$ cat src/design/rps_pkg.sv
// Shared types and constants for the radius pair search block.
// No dependencies; every other design file except rps_if imports this package.
`default_nettype none
package rps_pkg;

  localparam int MAX_POINTS = 64;
  localparam int IDX_W      = $clog2(MAX_POINTS);
  localparam int CNT_W      = IDX_W + 1;
  localparam int OUT_IDX_W  = 6;
  localparam int TOTAL_W    = 11;
  localparam int LIMIT_W    = 23;
  localparam int LIM2_W     = 2 * LIMIT_W;

  localparam logic [LIMIT_W-1:0] LIMIT_RESET = 23'd65536;
  localparam logic [TOTAL_W-1:0] TOTAL_MAX   = 11'd2047;

  typedef struct packed {
    logic signed [23:0] px;
    logic signed [23:0] py;
    logic signed [23:0] pz;
    logic signed [15:0] nx;
    logic signed [15:0] ny;
    logic signed [15:0] nz;
    logic [15:0]        sid;
  } point_t;

  typedef struct packed {
    logic [OUT_IDX_W-1:0] index_a;
    logic [OUT_IDX_W-1:0] index_b;
    logic [TOTAL_W-1:0]   pair_total;
    logic                 last;
    logic                 overflow;
  } result_t;

endpackage
`default_nettype wire

$ cat src/design/rps_cell.sv
// One storage cell of the rotating point ring.
// Depends on rps_pkg for point_t.
`default_nettype none
module rps_cell
  import rps_pkg::*;
(
  input  wire logic   clk,
  input  wire logic   shift,
  input  wire logic   load,
  input  wire point_t load_pt,
  input  wire point_t from_next,
  output point_t      pt
);

  point_t pt_r;

  always_ff @(posedge clk) begin
    if (load) begin
      pt_r <= load_pt;
    end else if (shift) begin
      pt_r <= from_next;
    end
  end

  assign pt = pt_r;

endmodule
`default_nettype wire

$ cat config.mk
export PLATFORM = sky130hd
export DESIGN_NAME = rps_cell
export DESIGN_NICKNAME = d
export VERILOG_FILES = /design/src/design/rps_pkg.sv /design/src/design/rps_cell.sv
export SDC_FILE = /design/constraint.sdc
export NUM_CORES = 1
export LEC_CHECK = 0
export BUFFER_PORTS_ARGS = -buffer_cell sky130_fd_sc_hd__buf_2
export CORE_AREA = 2 2 161 163
export CTS_BUF_LIST = sky130_fd_sc_hd__clkbuf_4
export DETAILED_ROUTE_END_ITERATION = 8
export DIE_AREA = 0 0 163 165
export MAX_ROUTING_LAYER = met4
export PLACE_DENSITY = 0.54
export SLEW_MARGIN = 10
export SYNTH_ARGS = -nofsm -noshare
export SYNTH_HDL_FRONTEND = slang
export SYNTH_SLANG_ARGS = --single-unit
$ cat constraint.sdc
create_clock -name clk -period 7.3 [get_ports clk]
set_input_delay 0.73 -clock clk [delete_from_list [all_inputs] [get_ports clk]]
set_output_delay 0.73 -clock clk [all_outputs]
set_load 0.01 [all_outputs]
# [Word level (Yosys, flattened, before mapping)]
# Cells that the tools add are included.
[totals] register_bits=136 output_inout_bits=136
[classes] mux=2 reduce_logical=1
[ops] op="$mux W136" n=2
[ops] op="$reduce_bool A2 Y1" n=1

# [Longest topological paths before layout]
[logic_depth] ltp_word=2 depth_mapped=3 depth_no_buf=1

# [Worst setup path before layout]
# Ideal clock, no wire load.
[synth_path] kind="input port to flip-flop" from="input load" to="register pt_r (netlist bit pt[0]), enable pin" setup_time_ns=0.438 arrival_ns=2.678 t_required_ns=6.862 setup_slack_ns=4.184 path_stages=3 n_path_buf=2 cell_sequence="buf_6 buf_6 or2_2"
[synth_via] elab_chain_cells=1
[synth_lines] item="start, declared" line_no="rps_cell.sv:9" text="input wire logic load,"
[synth_lines] item="$reduce_bool A2 Y1 (no line)"
[synth_lines] item="end signal, assigned" line_no="rps_cell.sv:19" text="pt_r <= load_pt;"
[synth_lines] item="end signal, assigned" line_no="rps_cell.sv:21" text="pt_r <= from_next;"
[synth_lines] item="end, declared" line_no="rps_cell.sv:15" text="point_t pt_r;"
# Every way passes these cells.
# A chain may end at the register's enable or synchronous reset.

# [Worst setup path after layout]
[layout_path] from="input load" to="register pt_r (netlist bit pt[125]), enable pin"
# The elaborated chain is that of the path after synthesis.

==> run_results.csv <==
group,metric,value,unit
place,gp_congestion,0.7518,
floorplanning,die_area,0.02690,mm²
synth,syn_area,0.005816,mm²
final_layout,final_cell_mix,"buf_2, mux2_2, edfxtp_1",
timing,relSlewSlack,0.3739,
floorplanning,start_util,0.2323,
final_layout,finalNonFillerCells,1048,
worst_setup_path,cp-start-kind,"input pin",
place,dp.cells,1015,
worst_setup_path,critical_path_required,7.44,ns
power,vdd_drop_max,0.07913,mV
clock_tree,cts_buffer_depth,2,
routing,vias_per_cell,3.917,
power,p_comb_frac,0.176,
place,place_area,0.008110,mm²
global_routing,grt_max_degree,76,
power,switching_share,0.2607,
place,hpwl,12180,µm
synth,synth_top_cell_by_area,"edfxtp_1",
floorplanning,fp-row-count,58,
power,power_leakage,3.680,nW
global_routing,overflow,0,
routing,firstDrtPassIters,4,
clock_tree,htree_levels,4,
clock_tree,post_cts_buffers,0,
timing,tns,0,ns
worst_setup_path,path_max_fanout,75,
clock_tree,cts.clk_slew.worst_paths,0.14,ns
final_layout,final_util,0.3339,
worst_setup_path,path_class,"in -> reg",
synth,synth_area_leaders,"edfxtp_1, mux2_2, clkbuf_8",
timing,setup_viol,0,
synth,yosysUniqueCellTypes,5,
timing,drv_slew,0,
clock_tree,ctsResizeCount,0,
final_layout,stdcell_area,0.008361,mm²
power,p_int,1.291,mW
clock_tree,cts_tree,"built",
floorplanning,fp.dieW,163,µm
timing,period_needed,2.936,ns
timing,hold_viol_final,0,
clock_tree,cts_buffers,17,
final_layout,multiInputGateArea,0.001540,mm²
floorplanning,core,0.02504,mm²
synth,syn_inst,288,
global_routing,antenna_found_initial,2,
floorplanning,die_h,165,µm
timing,rsz0062_at_grt,"false",
final_layout,area_delta_synth_final,43.76,%
power,pwr-share-seq,0.560,
power,p_switching,0.4552,mW
place,portBuffers,410,
routing,vias,4105,
final_layout,mostFrequentLayoutCell,"buf_2",
power,pwr-share-clk,0.264,
min_path,hold_path.class,"in -> reg",
global_routing,grt_pass1_vias,4172,
routing,wl_per_cell,15.21,µm
global_routing,grt.total_usage,0.1151,
timing,fin_crit_sh,0.4022,
worst_setup_path,arrival,3.08,ns
synth,seq_area_frac_synth,0.7022,
final_layout,fin_nets,979,
synth,syn_area_per_cell,20.19,µm²
synth,synth_top_area_share,0.7022,
routing,drc,0,
final_layout,seqCellArea,0.004084,mm²
clock_tree,cts_sinks,136,
synth,syn_nets,563,
routing,drtIter0Drc,151,
final_layout,layout-drive-gt1-share,0.8047,
worst_setup_path,critPathCaptureType,"flip-flop",
global_routing,grt_pass1_wl,22200,µm
final_layout,largest_reg_flops,136,
routing,wirelength,15940,µm
timing,max_slew.worst_pin.slew,0.9391,ns
final_layout,fillers,2497,
clock_tree,clock-root-buffer,"clkbuf_4",
power,powerDensity,208.9,mW/mm²
synth,yosys_warnings,0,
status,status,"complete, no violations",
clock_tree,ctsHoldBuffers,0,
job,maxCapViolations,0,
synth,synth_seq_cells,136,
timing,fmax,340.6,MHz
routing,final_antenna_net_count,0,
floorplanning,ios,411,
cells in the mapped netlist:
cell type / n
mux2_2: 136
clkbuf_8: 10
edfxtp_1: 136
buf_6: 5
or2_2: 1
final cells by class:
cell class,instances,share of cell area
tap,330,0.04939
antenna,1,0.0002993
timing repair buffer,412,0.2480
clock buffer,19,0.01706
clock inverter,13,0.01257
multi-input combinational,137,0.1842
sequential,136,0.4885
kinds of logic (layout without fill, tap and decap cells):
family,Yosys count,after routing,share of synthesized area
simple gates,1,1,0.001076
flops,136,136,0.7022
mux,136,136,0.2633
buf+inv,15,444,0.03335
other cells,0,1,0
power groups by stage:
stage	logic [mW]	registers (mW)	clock network [mW]
2_1_floorplan	0.0920	1.05	0
5_1_grt	0.333	0.987	0.514
3_5_place_dp	0.313	0.997	0
6_report	0.307	0.978	0.462
4_1_cts	0.314	0.980	0.487
3_3_place_gp	0.315	0.995	0
worst paths after layout:
check                      to   startpoint  depth (start not counted)  slack (ns)
worst max-delay path  pt[125]         load                          3        4.36
worst min-delay path   pt[34]  load_pt[34]                          2        0.49
metrics by stage:
stage,hold WS (ns),power (mW),worst slack (ns)
3_3_place_gp,1.032,1.310,3.801
6_report,0.4923,1.746,4.364
3_5_place_dp,1.034,1.310,3.748
2_1_floorplan,0.9498,1.140,4.184
4_1_cts,0.4217,1.781,4.354
5_1_grt,0.4056,1.834,4.208
critical path: stages:
cell and delay (ns):
buf_6 0.47, or2_4 0.83, buf_4 0.81
routing by layer:
metal	vias up	track usage	share of wire
li1	1972	-	-
met1	1876	0.1185	0.37
met2	247	0.2059	0.52
met3	10	0.04219	0.096
met4	0	0.03379	0.013
met5	-	-	0
(Power assumes the default switching activity.)
